[src/hdl/multichannel_sliding_median_core_macros.svh]
// ----------------------------------------------------------------------------
// Sliding median core assertion macros
// Shared property templates, clocked on clock and disabled during reset.
// ----------------------------------------------------------------------------
`ifndef MULTICHANNEL_SLIDING_MEDIAN_CORE_MACROS_SVH
`define MULTICHANNEL_SLIDING_MEDIAN_CORE_MACROS_SVH

// Check a condition in the same cycle as its trigger
`define MSM_ASSERT_NOW(label, ante, cons, msg) \
   label: assert property (@(posedge clock) disable iff (reset) (ante) |-> (cons)) \
      else $error(msg);

// Check a condition in the cycle after its trigger
`define MSM_ASSERT_NEXT(label, ante, cons, msg) \
   label: assert property (@(posedge clock) disable iff (reset) (ante) |=> (cons)) \
      else $error(msg);

`endif

[src/hdl/msm_pkg.sv]
// ----------------------------------------------------------------------------
// Sliding median package
// Field widths, parameter defaults, sequencer states and control bundle.
// ----------------------------------------------------------------------------
package msm_pkg;

   // Parameter defaults
   localparam int NUM_CHANNELS_DEF = 5;
   localparam int MAX_WINDOW_DEF   = 7;
   localparam int SAMPLE_BITS_DEF  = 10;

   // Fixed request and response field widths
   localparam int CHANNEL_W   = 3;
   localparam int SAMPLE_W    = 10;
   localparam int LEN_FIELD_W = 3;
   localparam int MEDIAN_W    = 10;

   // Sequencer states
   typedef enum logic [1:0] {
      ST_IDLE,
      ST_LOAD,
      ST_SORT,
      ST_DONE
   } state_type;

   // Phase controls decoded from the sequencer state
   typedef struct packed {
      logic take_req;
      logic load_phase;
      logic sort_phase;
      logic done_phase;
   } ctrl_type;

endpackage

[src/hdl/msm_ram.sv]
// ----------------------------------------------------------------------------
// Sliding median window RAM
// Generic simple dual-port RAM: one write port, one read port, registered read.
// ----------------------------------------------------------------------------
module msm_ram #(
   parameter int WIDTH = 10,
   parameter int DEPTH = 35
) (
   input  logic                                  clock,
   input  logic                                  wr_en,
   input  logic [((DEPTH > 1) ? $clog2(DEPTH) : 1)-1:0] wr_addr,
   input  logic [WIDTH-1:0]                      wr_data,
   input  logic                                  rd_en,
   input  logic [((DEPTH > 1) ? $clog2(DEPTH) : 1)-1:0] rd_addr,
   output logic [WIDTH-1:0]                      rd_data
);

   logic [WIDTH-1:0] mem_ff [DEPTH];
   logic [WIDTH-1:0] rd_data_ff;

   // Write one word, register one read
   always_ff @(posedge clock) begin
      if (wr_en) begin
         mem_ff[wr_addr] <= wr_data;
      end
      if (rd_en) begin
         rd_data_ff <= mem_ff[rd_addr];
      end
   end

   assign rd_data = rd_data_ff;

endmodule

[src/hdl/multichannel_sliding_median_core.sv]
// ----------------------------------------------------------------------------
// Multichannel sliding median core
// Per-channel circular sample windows with an upper-median pick per request.
// ----------------------------------------------------------------------------
//   port group | direction | contents
//   req_*      | in        | channel, sample, window_len (valid/ready)
//   rsp_*      | out       | median, channel_out (valid/ready)
//
// With L the clamped window length, one request passes from idle through a
// load of L window entries over the one RAM read port, then L - L/2 bubble
// passes on the single compare-exchange unit, then the done step. An
// out-of-range channel goes from idle straight to the done step. The done step
// can be held while the new write position is reduced modulo L.
// Reset is synchronous; it clears all entry valid flags (unwritten entries read as zero) and write positions.
// A finished median waits in the output register while the next request is
// taken; a stalled response only holds the core in its done step.
// ----------------------------------------------------------------------------
module multichannel_sliding_median_core #(
   parameter int NUM_CHANNELS = msm_pkg::NUM_CHANNELS_DEF,
   parameter int MAX_WINDOW   = msm_pkg::MAX_WINDOW_DEF,
   parameter int SAMPLE_BITS  = msm_pkg::SAMPLE_BITS_DEF
) (
   input  logic                             clock,
   input  logic                             reset,
   input  logic                             req_valid,
   output logic                             req_ready,
   input  logic [msm_pkg::CHANNEL_W-1:0]    req_channel,
   input  logic [msm_pkg::SAMPLE_W-1:0]     req_sample,
   input  logic [msm_pkg::LEN_FIELD_W-1:0]  req_window_len,
   output logic                             rsp_valid,
   input  logic                             rsp_ready,
   output logic [msm_pkg::MEDIAN_W-1:0]     rsp_median,
   output logic [msm_pkg::CHANNEL_W-1:0]    rsp_channel_out
);

   import msm_pkg::*;

   localparam int DEPTH  = NUM_CHANNELS * MAX_WINDOW;
   localparam int ADDR_W = (DEPTH > 1) ? $clog2(DEPTH) : 1;
   localparam int CH_W   = (NUM_CHANNELS > 1) ? $clog2(NUM_CHANNELS) : 1;
   localparam int POS_W  = (MAX_WINDOW > 1) ? $clog2(MAX_WINDOW) : 1;
   localparam int LEN_W  = $clog2(MAX_WINDOW + 1);
   localparam int MOD_W  = POS_W + 1;
   localparam int LCW    = (LEN_W > LEN_FIELD_W) ? LEN_W : LEN_FIELD_W;
   localparam int SWIDE  = (SAMPLE_BITS > SAMPLE_W) ? SAMPLE_BITS : SAMPLE_W;
   localparam int MWIDE  = (SAMPLE_BITS > MEDIAN_W) ? SAMPLE_BITS : MEDIAN_W;
   localparam int IDX1   = (MAX_WINDOW > 1) ? 1 : 0;

   state_type state_ff, state_in;
   ctrl_type  ctrl;

   logic                   req_fire;
   logic                   ch_oor;
   logic [CH_W-1:0]        ch_idx;
   logic [LCW-1:0]         len_wide;
   logic [LEN_W-1:0]       len_sel;
   logic [POS_W-1:0]       pos_rd;
   logic [POS_W-1:0]       pos_cl;
   logic [ADDR_W-1:0]      base_sel;
   logic [SWIDE-1:0]       sample_wide;
   logic [SAMPLE_BITS-1:0] sample_store;

   // Request context
   logic [CHANNEL_W-1:0]   chan_ff;
   logic [CH_W-1:0]        chi_ff;
   logic                   oor_ff;
   logic [LEN_W-1:0]       len_ff;
   logic [ADDR_W-1:0]      base_ff;
   logic [LEN_W-1:0]       passes;

   // Write position modulo reduction
   logic [MOD_W-1:0]       mod_ff, mod_in;
   logic                   mod_ge;

   // Window load
   logic [LEN_W-1:0]       rd_cnt_ff, rd_cnt_in;
   logic                   rd_issue;
   logic [ADDR_W-1:0]      rd_addr;
   logic                   pend_ff;
   logic [POS_W-1:0]       ld_idx_ff;
   logic                   rd_vld_ff;
   logic [SAMPLE_BITS-1:0] ram_q;
   logic [SAMPLE_BITS-1:0] ld_val;
   logic                   load_done;
   logic [DEPTH-1:0]       valid_ff;

   // Sort line and compare-exchange unit
   logic [SAMPLE_BITS-1:0] sort_ff [MAX_WINDOW];
   logic [SAMPLE_BITS-1:0] sort_in [MAX_WINDOW];
   logic [POS_W-1:0]       step_ff, step_in;
   logic [LEN_W-1:0]       pass_ff, pass_in;
   logic                   cx;
   logic                   sort_last;
   logic                   swap;
   logic [SAMPLE_BITS-1:0] cx_hi, cx_lo;

   // Result
   logic [POS_W-1:0]       mid_idx;
   logic [MWIDE-1:0]       mid_wide;
   logic                   done_go;
   logic [POS_W-1:0]       wpos_ff [NUM_CHANNELS];
   logic                   rsp_valid_ff;
   logic [MEDIAN_W-1:0]    rsp_median_ff;
   logic [CHANNEL_W-1:0]   rsp_chan_ff;

   // Decode the request
   assign req_fire = req_valid && ctrl.take_req;

   always_comb begin
      ch_oor   = (32'(req_channel) >= NUM_CHANNELS);
      ch_idx   = ch_oor ? '0 : CH_W'(req_channel);
      len_wide = LCW'(req_window_len);
      if (len_wide == '0) begin
         len_sel = LEN_W'(1);
      end else if (len_wide > LCW'(MAX_WINDOW)) begin
         len_sel = LEN_W'(MAX_WINDOW);
      end else begin
         len_sel = LEN_W'(len_wide);
      end
      pos_rd       = wpos_ff[ch_idx];
      pos_cl       = (32'(pos_rd) >= MAX_WINDOW) ? '0 : pos_rd;
      base_sel     = ADDR_W'(32'(ch_idx) * MAX_WINDOW);
      sample_wide  = SWIDE'(req_sample);
      sample_store = sample_wide[SAMPLE_BITS-1:0];
   end

   // Next state
   always_comb begin
      state_in = state_ff;
      unique case (state_ff)
         ST_IDLE: begin
            if (req_fire) begin
               state_in = ch_oor ? ST_DONE : ST_LOAD;
            end
         end
         ST_LOAD: begin
            if (load_done) begin
               state_in = ST_SORT;
            end
         end
         ST_SORT: begin
            if (sort_last) begin
               state_in = ST_DONE;
            end
         end
         ST_DONE: begin
            if (done_go) begin
               state_in = ST_IDLE;
            end
         end
         default: state_in = ST_IDLE;
      endcase
   end

   // Phase controls
   always_comb begin
      ctrl = '0;
      unique case (state_ff)
         ST_IDLE: ctrl.take_req   = 1'b1;
         ST_LOAD: ctrl.load_phase = 1'b1;
         ST_SORT: ctrl.sort_phase = 1'b1;
         ST_DONE: ctrl.done_phase = 1'b1;
         default: ctrl = '0;
      endcase
   end

   assign req_ready = ctrl.take_req;

   // Reduce the advanced write position modulo the window length
   always_comb begin
      mod_ge = (32'(mod_ff) >= 32'(len_ff));
      mod_in = mod_ff;
      if (req_fire) begin
         mod_in = MOD_W'(pos_cl) + MOD_W'(1);
      end else if (!ctrl.take_req && mod_ge) begin
         mod_in = mod_ff - MOD_W'(len_ff);
      end
   end

   // Issue window reads, one entry a cycle
   always_comb begin
      rd_issue  = ctrl.load_phase && (rd_cnt_ff < len_ff);
      rd_addr   = base_ff + ADDR_W'(rd_cnt_ff);
      rd_cnt_in = rd_cnt_ff;
      if (req_fire) begin
         rd_cnt_in = '0;
      end else if (rd_issue) begin
         rd_cnt_in = rd_cnt_ff + LEN_W'(1);
      end
      ld_val    = rd_vld_ff ? ram_q : '0;
      load_done = pend_ff && (32'(ld_idx_ff) + 1 == 32'(len_ff));
   end

   // Compare-exchange head pair
   always_comb begin
      swap  = sort_ff[0] > sort_ff[IDX1];
      cx_hi = swap ? sort_ff[0] : sort_ff[IDX1];
      cx_lo = swap ? sort_ff[IDX1] : sort_ff[0];
   end

   // Sequence bubble passes: L-1 exchange steps, then one plain rotate
   always_comb begin
      passes    = len_ff - (len_ff >> 1);
      cx        = ctrl.sort_phase && (32'(step_ff) + 1 < 32'(len_ff));
      sort_last = ctrl.sort_phase && !cx && (32'(pass_ff) + 1 == 32'(passes));
      step_in   = step_ff;
      pass_in   = pass_ff;
      if (req_fire) begin
         step_in = '0;
         pass_in = '0;
      end else if (cx) begin
         step_in = step_ff + POS_W'(1);
      end else if (ctrl.sort_phase) begin
         step_in = '0;
         pass_in = pass_ff + LEN_W'(1);
      end
   end

   // Rotate the active part of the sort line, load entries as they arrive
   always_comb begin
      for (int i = 0; i < MAX_WINDOW; i++) begin
         sort_in[i] = sort_ff[i];
         if (pend_ff && (32'(ld_idx_ff) == i)) begin
            sort_in[i] = ld_val;
         end else if (ctrl.sort_phase) begin
            if (i + 1 == 32'(len_ff)) begin
               sort_in[i] = cx ? cx_lo : sort_ff[0];
            end else if (i + 1 < 32'(len_ff)) begin
               sort_in[i] = (i == 0 && cx) ? cx_hi : sort_ff[(i + 1) % MAX_WINDOW];
            end
         end
      end
   end

   // Pick the median and decide when the result can move out
   always_comb begin
      mid_idx  = POS_W'(len_ff >> 1);
      mid_wide = MWIDE'(sort_ff[mid_idx]);
      done_go  = ctrl.done_phase && (oor_ff || !mod_ge) && (!rsp_valid_ff || rsp_ready);
   end

   msm_ram #(
      .WIDTH (SAMPLE_BITS),
      .DEPTH (DEPTH)
   ) u_window_ram (
      .clock   (clock),
      .wr_en   (req_fire && !ch_oor),
      .wr_addr (base_sel + ADDR_W'(pos_cl)),
      .wr_data (sample_store),
      .rd_en   (rd_issue),
      .rd_addr (rd_addr),
      .rd_data (ram_q)
   );

   // Control state
   always_ff @(posedge clock) begin
      if (reset) begin
         state_ff     <= ST_IDLE;
         pend_ff      <= 1'b0;
         rsp_valid_ff <= 1'b0;
         valid_ff     <= '0;
         for (int c = 0; c < NUM_CHANNELS; c++) begin
            wpos_ff[c] <= '0;
         end
      end else begin
         state_ff <= state_in;
         pend_ff  <= rd_issue;
         if (req_fire && !ch_oor) begin
            valid_ff[base_sel + ADDR_W'(pos_cl)] <= 1'b1;
         end
         if (done_go && !oor_ff) begin
            wpos_ff[chi_ff] <= POS_W'(mod_ff);
         end
         if (done_go) begin
            rsp_valid_ff <= 1'b1;
         end else if (rsp_ready) begin
            rsp_valid_ff <= 1'b0;
         end
      end
   end

   // Datapath registers
   always_ff @(posedge clock) begin
      if (req_fire) begin
         chan_ff <= req_channel;
         chi_ff  <= ch_idx;
         oor_ff  <= ch_oor;
         len_ff  <= len_sel;
         base_ff <= base_sel;
      end
      mod_ff    <= mod_in;
      rd_cnt_ff <= rd_cnt_in;
      ld_idx_ff <= POS_W'(rd_cnt_ff);
      rd_vld_ff <= valid_ff[rd_addr];
      step_ff   <= step_in;
      pass_ff   <= pass_in;
      for (int i = 0; i < MAX_WINDOW; i++) begin
         sort_ff[i] <= sort_in[i];
      end
      if (done_go) begin
         rsp_median_ff <= oor_ff ? '0 : mid_wide[MEDIAN_W-1:0];
         rsp_chan_ff   <= chan_ff;
      end
   end

   assign rsp_valid       = rsp_valid_ff;
   assign rsp_median      = rsp_median_ff;
   assign rsp_channel_out = rsp_chan_ff;

   `include "multichannel_sliding_median_core_macros.svh"

   `MSM_ASSERT_NEXT(a_accept_starts, req_fire, state_ff == ST_LOAD || state_ff == ST_DONE, "request did not start a load or a done step")
   `MSM_ASSERT_NOW(a_sort_bounds, state_ff == ST_SORT, (32'(step_ff) < 32'(len_ff)) && (32'(pass_ff) < 32'(passes)), "sort counters out of window")
   `MSM_ASSERT_NOW(a_load_index, pend_ff, 32'(ld_idx_ff) < 32'(len_ff), "loaded entry beyond window length")
   `MSM_ASSERT_NEXT(a_result_shows, done_go, rsp_valid, "finished median not presented")

endmodule

[config.mk]
export PLATFORM = sky130hd
export DESIGN_NAME = multichannel_sliding_median_core
export DESIGN_NICKNAME = d
export VERILOG_FILES = /design/src/hdl/msm_pkg.sv /design/src/hdl/msm_ram.sv /design/src/hdl/multichannel_sliding_median_core.sv
export VERILOG_INCLUDE_DIRS = /design/src /design/src/hdl
export SDC_FILE = /design/constraint.sdc
export NUM_CORES = 1
export LEC_CHECK = 0
export ABC_AREA = 1
export BUFFER_PORTS_ARGS = -buffer_cell sky130_fd_sc_hd__buf_4
export CELL_PAD_IN_SITES_DETAIL_PLACEMENT = 1
export CELL_PAD_IN_SITES_GLOBAL_PLACEMENT = 1
export CORE_MARGIN = 10
export CORE_UTILIZATION = 29
export DETAILED_ROUTE_END_ITERATION = 10
export HOLD_SLACK_MARGIN = 0.08
export PLACE_DENSITY = 0.6
export SKIP_LAST_GASP = 1
export SYNTH_ARGS = -nofsm -noshare
export SYNTH_HDL_FRONTEND = slang
export SYNTH_SLANG_ARGS = --single-unit
[constraint.sdc]
create_clock -name clock -period 4.19 [get_ports clock]
set_clock_uncertainty 0.2 [all_clocks]
set_input_delay 0.2095 -clock clock [delete_from_list [all_inputs] [get_ports clock]]
set_output_delay 0.2095 -clock clock [all_outputs]
set_load 0.1 [all_outputs]
==> results of run 1 <==
## routing by layer
| layer | vias up | GRT usage | wire, µm |
|---|---|---|---|
| met4 | 0 | 0.0404 | 1830 |
| met5 | - | 0 | 0 |
| li1 | 7800 | - | - |
| met2 | 375 | 0.239 | 32700 |
| met1 | 8383 | 0.194 | 32000 |
| met3 | 107 | 0.0246 | 3380 |
## worst min path at each step
stage	to	slack, ns	cells after the start
after floorplan	chan_ff[0]	0.11	0
after global placement	len_ff[1]	0.20	1
after detailed placement	len_ff[1]	0.20	1
after CTS	len_ff[2]	0.11	2
after global routing	len_ff[2]	0.14	2
final	len_ff[1]	0.14	2
## worst max-delay path, cell delays in order
cell and delay (ns):
dlygate4sd3_1 0.54, buf_4 0.16, inv_2 0.12, nand2_4 0.08
nand3_4 0.12, inv_4 0.07, fa_1 0.47, ha_1 0.38
ha_1 0.34, a21oi_1 0.40, nand3_1 0.17, nand2_2 0.38
nand4_1 0.26, inv_1 0.36
## kinds of logic after synthesis
| group | Yosys count | share of synthesized area |
|---|---|---|
| DFF | 529 | 0.649 |
| and+or+nand+nor | 578 | 0.106 |
| buffers and inverters | 340 | 0.0575 |
| AOI/OAI and AO/OA | 630 | 0.150 |
| xor gates and xnor gates | 11 | 0.00407 |
| muxes | 2 | 0.000899 |
| adders and majority gates | 57 | 0.0324 |
## power by group
part | internal (W) | switching, W
sequential | 0.00627 | 0.000203
clock | 0.00310 | 0.00222
combinational | 0.00197 | 0.00490
## timing repair
item | in CTS | in global routing
gates resized for setup | 0 | 22
setup endpoints to repair | 0 | 177
hold endpoints to repair | 412 | 0
setup buffers | 0 | 5
hold buffers | 20 | 0
## final cells by class
type | count | area (µm²) | area share
timing repair buffer | 115 | 1090 | 0.0396
clock inverter | 41 | 460 | 0.0167
inverter | 210 | 820 | 0.0297
multi-input combinational | 1278 | 6990 | 0.253
tap | 1060 | 1330 | 0.0480
clock buffer | 69 | 1520 | 0.0552
timing repair inverter | 5 | 37.5 | 0.00136
sequential | 529 | 15400 | 0.556
## Yosys cell counts, types with 2 or more instances
master,number
buf_2,2
o211ai_1,51
dfxtp_1,52
buf_8,3
a32oi_1,10
a31oi_1,16
ha_1,50
a21oi_1,110
inv_1,204
nor2_1,277
edfxtp_1,477
xnor2_1,4
nand3_4,2
inv_2,3
buf_1,10
xor2_1,7
a211oi_1,2
nand2_1,175
nand2_4,9
clkbuf_1,109
o22ai_1,127
a22oi_1,4
o2111ai_1,3
nand3_2,3
o21ai_1,8
o21ai_0,291
fa_1,7
and3_1,2
nand4_1,43
buf_6,6
nand3_1,41
nand2_2,12
clkinv_1,2
nor3_1,10
## per-stage QoR
step	area [µm²]	util	TNS, ns	setup WS (ns)	total power [W]
finish	27600	0.342	0	0.219	0.0186
global route	27600	0.342	0	0.0146	0.0198
CTS	27500	0.341	0	0.101	0.0188
detailed placement	25300	0.314	-0.0867	-0.00918	0.0134
global placement	25300	0.314	0	0.113	0.0133
floorplan	23700	-	0	0.602	0.0108
## registers in the layout, summed over array words and instances (netlist names), 4 cells and up
signal	flops
valid_ff	35
base_ff	5
wpos_ff	15
sort_ff	70
rsp_median	10
mod_ff	4
u_window_ram.mem_ff	350
u_window_ram.rd_data	10
==> impl_metrics.toml, run 1 <==
[run_status]
status = "completed"

[global_route]
grt_max_degree = 102
gr-total-overflow = 0
grt_pass1_vias = 17229
track_usage = 0.145
grt_pass1_wl_mm = 106
antenna_found_initial = 1

[cts]
htreeDepth = 2
clkSinkCount = 529
clock_path_buffers = 3
clkSlewWorstSetupHoldPaths_ns = 0.06
cts_buffers = 59
cts_tree = "yes"
clkLatencyLatePin_ns = 0.65
cts.root.buffer_cell = "clkbuf_16"

[layout]
final_cell_mix = "477 x edfxtp_1, 291 x o21ai_0, 276 x nor2_1, 191 x inv_1, 175 x nand2_1"
fin_cells = 3307
syn_to_final_growth_pct = 16.7
drive_above_1_share = 0.111
final_common_cell = "edfxtp_1"
final_nets = 2275
n_fill_cell = 8868
num_antenna_cells = 0

[yosys]
postSynthCellCount = 2147
yosysTopAreaCell = "edfxtp_1"
yosys_warnings = 0
synth_ff_type = "edfxtp_1"
yosysUniqueCellTypes = 49
yosys-top-cells-area = "edfxtp_1 61%, o21ai_0 6.2%, dfxtp_1 4.4%, nor2_1 4.4%, o22ai_1 3.4%"
yosys_register_bits = 529
seq_area_frac_synth = 0.649
avgSynthCellArea_um2 = 11.0
synth_nets = 2224
synth-edff-count = 477
synth_top_area_frac = 0.605
async_reset_ff_frac = 0
mappedNetlistArea_um2 = 23700

[worst_setup_path]
crit_type = "input pin to register"
r2r_cells = 9
start_kind = "input pin"
worstReg2RegEnd = "u_window_ram.rd_data[8]"
end_kind = "register"
arrival_ns = 4.07
cp_max_fo = 16
startpoint = "req_channel[1]"
rr_startpoint = "chi_ff[0]"
ff2ff_setup_slack_ns = 0.39
crit_required_ns = 4.29
endpoint = "u_window_ram.mem_ff[13][9]"

[sta]
setup_violations = 0
tightest_slew_ns = 0.984
finalHoldViolCount = 0
slew_headroom = 0.340
fin_crit_sh = 0.948
timing.hold.ws_ns = 0.144
rsz0062_at_grt = "no"
max_freq_mhz = 252
finalCriticalPeriod_ns = 3.97
slew_violations = 0

[run]
cap_violations = 0

[die]
initial_core_util = 0.293
die-width_um = 306
dieArea_um2 = 93400
die_y_um = 306
core_area_um2 = 80700
io_pins = 35
fp-row-count = 104

[drt]
drt-initial-drc-count = 1224
ant_nets = 0
drt_wl_total_mm = 69.9
wl_per_cell_um = 21.1
vias = 16665
remaining_drc_errors = 0
viasPerCell = 5.04
dr.pass1.iters = 5

[power_and_ir_drop]
powerDensity_nw_per_um2 = 675
vdd_drop_max_mv = 0.432
p_leak_nw = 9.80

[min_path]
hold_start = "req_window_len[1]"
hp-class = "input pin to register"

[placement]
gp_congestion = 0.867
portBuffers = 34
place_hpwl_mm = 46.1
placedCellCount = 3167
(Power assumes the default switching activity.)
==> inputs of run 2 (changes only) <==
- CORE_UTILIZATION: 29 -> 38
- PLACE_DENSITY: 0.6 -> 0.73
- SLEW_MARGIN: default -> 40
- SYNTH_HIERARCHICAL: default -> 1
==> impl_metrics.toml, run 2 <==
[yosys]
avgSynthCellArea_um2 = 10.6
synth_top_area_frac = 0.595
postSynthCellCount = 2280
yosys_register_bits = 529
synth_nets = 2357
yosys_warnings = 6
yosysMostFrequentCell = "nand2_1"
yosysTopAreaCell = "edfxtp_1"
yosysUniqueCellTypes = 46
yosys-top-cells-area = "edfxtp_1 60%, nand2_1 8.4%, nand3_1 6.6%, dfxtp_1 4.3%, ha_1 2.6%"
synth_ff_type = "edfxtp_1"
synth-edff-count = 477
yosys-top-cells-count = "539 x nand2_1, 477 x edfxtp_1, 318 x nand3_1, 159 x nor2_1, 113 x inv_1"
seq_area_frac_synth = 0.638
async_reset_ff_frac = 0
mappedNetlistArea_um2 = 24100

[placement]
portBuffers = 34
place_ws_ns = -0.0466
gp_congestion = 0.859
dpl_cell_area_um2 = 25300
place_hpwl_mm = 43.6

[power_and_ir_drop]
powerDensity_nw_per_um2 = 682
p_sw_w = 0.00736
switching_share = 0.390
internal_power_w = 0.0115
power_w = 0.0189
sequentialPowerShare = 0.343
vdd_drop_max_mv = 0.441
p_leak_nw = 10.2
combPwrFrac = 0.364
clkPwrFrac = 0.293

[die]
io_pins = 35
fp-row-count = 92
core_area_um2 = 62900
dieArea_um2 = 73800
die_y_um = 272
initial_core_util = 0.383
die-width_um = 272

[drt]
ant_nets = 0
viasPerCell = 5.37
wl_per_cell_um = 20.9
dr.pass1.iters = 5
drt-initial-drc-count = 1469
remaining_drc_errors = 0
drt_wl_total_mm = 67.4
vias = 17362

[cts]
cts.root.buffer_cell = "clkbuf_16"
cts_tree = "yes"
clkSinkCount = 529
clkSlewWorstSetupHoldPaths_ns = 0.06
cts_buffers = 57
clkLatencyLatePin_ns = 0.65
htreeDepth = 2
clock_path_buffers = 3

[global_route]
grt_pass1_vias = 18129
grt_max_degree = 124
gr-total-overflow = 0
antenna_found_initial = 0
grt_pass1_wl_mm = 105
track_usage = 0.180

[run_status]
status = "completed"

[layout]
final_cell_mix = "538 x nand2_1, 477 x edfxtp_1, 316 x nand3_1, 157 x nor2_1"
reg.largest.list = "u_window_ram/mem_ff (350), sort_ff (70), valid_ff (35)"
regMostFlops = "u_window_ram/mem_ff"
n_fill_cell = 6917
design_area_um2 = 27700
num_antenna_cells = 0
largest_reg_flops = 350
final_nets = 2415
final_common_cell = "nand2_1"
syn_to_final_growth_pct = 15.0
final_core_util = 0.440
drive_above_1_share = 0.110

[worst_setup_path]
crit_slowest_cell = "dlygate4sd3_1"
arrival_ns = 4.12
crit_buf_inv = 6
max_stage_delay_ns = 0.55
crit_path_cell_trace = "dlygate4sd3_1 > buf_4 > nor2_4 > inv_1 > fa_1 > ha_1 > fa_1 > inv_1 > nor2_2 > nand2_2 > nand2_1 > nand2_1 > nor2_1 > nand2_1 > buf_4 > nor2_1 > buf_4"
crit_required_ns = 4.34
worstReg2RegEnd = "u_window_ram/mem_ff[12][0]"
end_kind = "register"
start_kind = "input pin"
crit_type = "input pin to register"
cp_max_fo = 10
crit_family = "buffers and inverters"
path_depth = 17
r2r_cells = 15
rr_startpoint = "wpos_ff[1][1]"
ff2ff_setup_slack_ns = 0.56

[min_path]
hold_path_end = "chan_ff[1]"
holdPathStages = 2
hold_start = "req_channel[1]"
hp-class = "input pin to register"

[run]
cap_violations = 0

[sta]
max_freq_mhz = 252
fin_crit_sh = 0.946
slew_headroom = 0.478
tightest_slew_ns = 0.781
worst_slack_ns = 0.227
rsz0062_at_grt = "yes"
finalCriticalPeriod_ns = 3.96
finalHoldViolCount = 0
finalSetupTns_ns = 0
slew_violations = 0
setup_violations = 0
[run 2: power by group through the flow]
| stage | Sequential [W] | Clock [W] | Combinational (W) |
|---|---|---|---|
| 6_report | 0.00647 | 0.00552 | 0.00687 |
| 3_5_place_dp | 0.00658 | 0 | 0.00675 |
| 2_1_floorplan | 0.00657 | 0 | 0.00460 |
| 4_1_cts | 0.00647 | 0.00562 | 0.00682 |
| 5_1_grt | 0.00651 | 0.00586 | 0.00759 |
| 3_3_place_gp | 0.00656 | 0 | 0.00651 |
[run 2: layer usage]
layer  global-route usage  share of wire  wire, µm  vias to the layer above
li1                     -              -         -                     8140
met1                0.232           0.43     29300                     8691
met2                0.307           0.49     33200                      419
met3               0.0245          0.045      3040                      112
met4               0.0580          0.028      1860                        0
met5                    0              0         0                        -
[run 2: worst max path at each step]
| stage | slack (ns) | end | start |
|---|---|---|---|
| 3_3_place_gp | 0.08 | u_window_ram/mem_ff[9][8] | req_channel[2] |
| 5_1_grt | -0.02 | u_window_ram/mem_ff[4][1] | req_channel[0] |
| 3_5_place_dp | -0.05 | u_window_ram/mem_ff[26][7] | req_channel[0] |
| 6_report | 0.23 | u_window_ram/mem_ff[3][4] | req_channel[2] |
| 4_1_cts | 0.05 | u_window_ram/mem_ff[14][9] | req_channel[0] |
| 2_1_floorplan | 0.24 | u_window_ram/mem_ff[24][0] | req_channel[0] |
[run 2: kinds of logic after synthesis]
logic type,synth area share
AND/OR/NAND/NOR,0.200
multiplexers,0.000416
adder cells (fa/ha/maj),0.0318
flip-flops,0.638
AO/OA/AOI/OAI,0.0768
buffers and inverters,0.0481
XOR/XNOR,0.00437
[run 2: timing repair]
action,in CTS,in global routing
hold endpoints to repair,413,0
gates resized for setup,0,9
hold buffers,20,0
buffers inserted,0,0
endpoints found under the setup margin,0,240
[run 2: layout make-up]
| type | instances | area, µm² | area share |
|---|---|---|---|
| Clock buffer | 61 | 1450 | 0.0525 |
| Clock inverter | 46 | 643 | 0.0232 |
| Inverter | 125 | 472 | 0.0170 |
| Multi-Input combinational cell | 1498 | 7640 | 0.276 |
| Sequential cell | 529 | 15400 | 0.555 |
| Tap cell | 846 | 1060 | 0.0383 |
| Timing Repair Buffer | 127 | 1040 | 0.0375 |
[run 2: metrics by stage]
| step | cells | hold WS [ns] |
|---|---|---|
| final | 3232 | 0.146 |
| after global routing | 3232 | 0.142 |
| after CTS | 3231 | 0.124 |
| after detailed placement | 3104 | 0.204 |
| after global placement | 3104 | 0.201 |
| after floorplan | 2280 | 0.108 |
==> inputs of run 3 (changes only) <==
--- a/config.mk
+++ b/config.mk
@@ -12,3 +12,2 @@
 export CELL_PAD_IN_SITES_GLOBAL_PLACEMENT = 1
-export CORE_MARGIN = 10
 export CORE_UTILIZATION = 38
==> constraint.sdc (replaced) <==
create_clock -name clock -period 4.19 [get_ports clock]
set_clock_uncertainty 0.2 [all_clocks]
set_input_delay 0.838 -clock clock [delete_from_list [all_inputs] [get_ports clock]]
set_output_delay 0.838 -clock clock [all_outputs]
set_load 0.1 [all_outputs]
==> impl_metrics.toml, run 3 (same netlist as run 2, synthesis figures left out) <==
[worst_setup_path]
crit_top_cell = "buf_4"
crit_required_ns = 4.25
crit_buf_inv = 8
cp_max_fo = 10
max_stage_delay_ns = 0.44
arrival_ns = 3.95
crit_family = "buffers and inverters"
crit_type = "input pin to register"
crit_slowest_cell = "fa_1"
end_kind = "register"
crit_path_cell_trace = "buf_4 > inv_2 > buf_4 > nor2_4 > buf_4 > nand3_1 > nand3_1 > nand2_2 > nand2_4 > a21oi_1 > a21oi_1 > ha_1 > fa_1 > xnor2_1 > buf_4 > inv_1 > inv_1 > nand3_1 > buf_4 > nor2_4"
start_kind = "input pin"

[cts]
post_cts_resized = 0
cts_setup_buffers = 0
cts_tree = "yes"
cts_buffers = 55
clkSinkCount = 529
cts.root.buffer_cell = "clkbuf_16"
clkLatencyLatePin_ns = 0.64
htreeDepth = 2
clkSlewWorstSetupHoldPaths_ns = 0.06
clock_path_buffers = 3
cts_hold_buf = 0

[global_route]
gr-total-overflow = 0
antenna_found_initial = 0
grt_pass1_wl_mm = 105
grt_pass1_vias = 18589
track_usage = 0.212
grt_max_degree = 128

[drt]
ant_nets = 0
dr.pass1.iters = 5
viasPerCell = 5.41
vias = 17343
remaining_drc_errors = 0
drt_wl_total_mm = 67.6
drt-initial-drc-count = 1156
wl_per_cell_um = 21.1

[sta]
setup_violations = 0
finalCriticalPeriod_ns = 3.88
rsz0062_at_grt = "no"
slew_violations = 0
finalSetupTns_ns = 0
slew_headroom = 0.494
finalHoldViolCount = 0
max_freq_mhz = 258
fin_crit_sh = 0.926
tightest_slew_ns = 0.757

[run_status]
status = "completed"

[die]
fp-row-count = 91
core_area_um2 = 62200
die-width_um = 254
io_pins = 35
initial_core_util = 0.387
dieArea_um2 = 64300
die_y_um = 254

[min_path]
hp-class = "input pin to register"

[placement]
portBuffers = 34
dpl_cell_area_um2 = 25800
place_hpwl_mm = 44.5
gp_congestion = 0.869

[power_and_ir_drop]
vdd_drop_max_mv = 0.550
power_w = 0.0182
p_sw_w = 0.00742
p_leak_nw = 10.0
internal_power_w = 0.0108
sequentialPowerShare = 0.355
combPwrFrac = 0.392
clkPwrFrac = 0.253
switching_share = 0.407
powerDensity_nw_per_um2 = 662

[layout]
largest_reg_flops = 350
drive_above_1_share = 0.127
regMostFlops = "u_window_ram/mem_ff"
final_cell_mix = "536 x nand2_1, 477 x edfxtp_1, 314 x nand3_1, 120 x nor2_1, 112 x o21ai_0"
reg.largest.list = "u_window_ram/mem_ff (350), sort_ff (70), valid_ff (35)"
final_nets = 2401
syn_to_final_growth_pct = 14.4
num_antenna_cells = 0
n_fill_cell = 6841
final_common_cell = "nand2_1"
design_area_um2 = 27500

[run]
cap_violations = 0
[run 3: layout make-up]
type	count	area [µm²]	share of cell area
Tap cell	837	1050	0.0380
Timing Repair Buffer	115	988	0.0359
Clock buffer	67	1450	0.0525
Inverter	125	472	0.0171
Multi-Input combinational cell	1498	7960	0.289
Clock inverter	35	246	0.00895
Sequential cell	529	15400	0.558
[run 3: path summary, 6_finish.rpt]
| check | from | end | cells past startpoint | slack (ns) |
|---|---|---|---|---|
| min | req_window_len[2] | len_ff[2] | 1 | 0.20 |
| max | req_channel[1] | u_window_ram/mem_ff[32][3] | 20 | 0.31 |
| min reg2reg | rd_cnt_ff[2] | ld_idx_ff[2] | 0 | 0.22 |
| max reg2reg | wpos_ff[1][1] | u_window_ram/mem_ff[32][3] | 16 | 0.62 |
[run 3: power groups by stage]
stage / clock network (W) / registers [W] / logic, W
final: 0.00461 / 0.00647 / 0.00714
after global routing: 0.00491 / 0.00651 / 0.00784
after floorplan: 0 / 0.00657 / 0.00470
after detailed placement: 0 / 0.00658 / 0.00708
after global placement: 0 / 0.00656 / 0.00680
after CTS: 0.00472 / 0.00647 / 0.00714
[run 3: metal layers]
metal	part of all wire	wire [µm]	track usage	up-vias
li1	-	-	-	8136
met1	0.42	28700	0.267	8634
met2	0.49	33300	0.367	440
met3	0.049	3320	0.0347	133
met4	0.033	2230	0.0781	0
met5	0	0	0	-
[run 3: through the flow]
stage	instances	hold WS [ns]	util	setup slack, ns
global placement	3104	0.212	0.415	-0.151
global route	3206	0.181	0.443	0.0409
floorplan	2280	0.171	-	-0.00451
finish	3206	0.205	0.443	0.308
detailed placement	3104	0.211	0.415	-0.300
CTS	3206	0.172	0.443	0.319
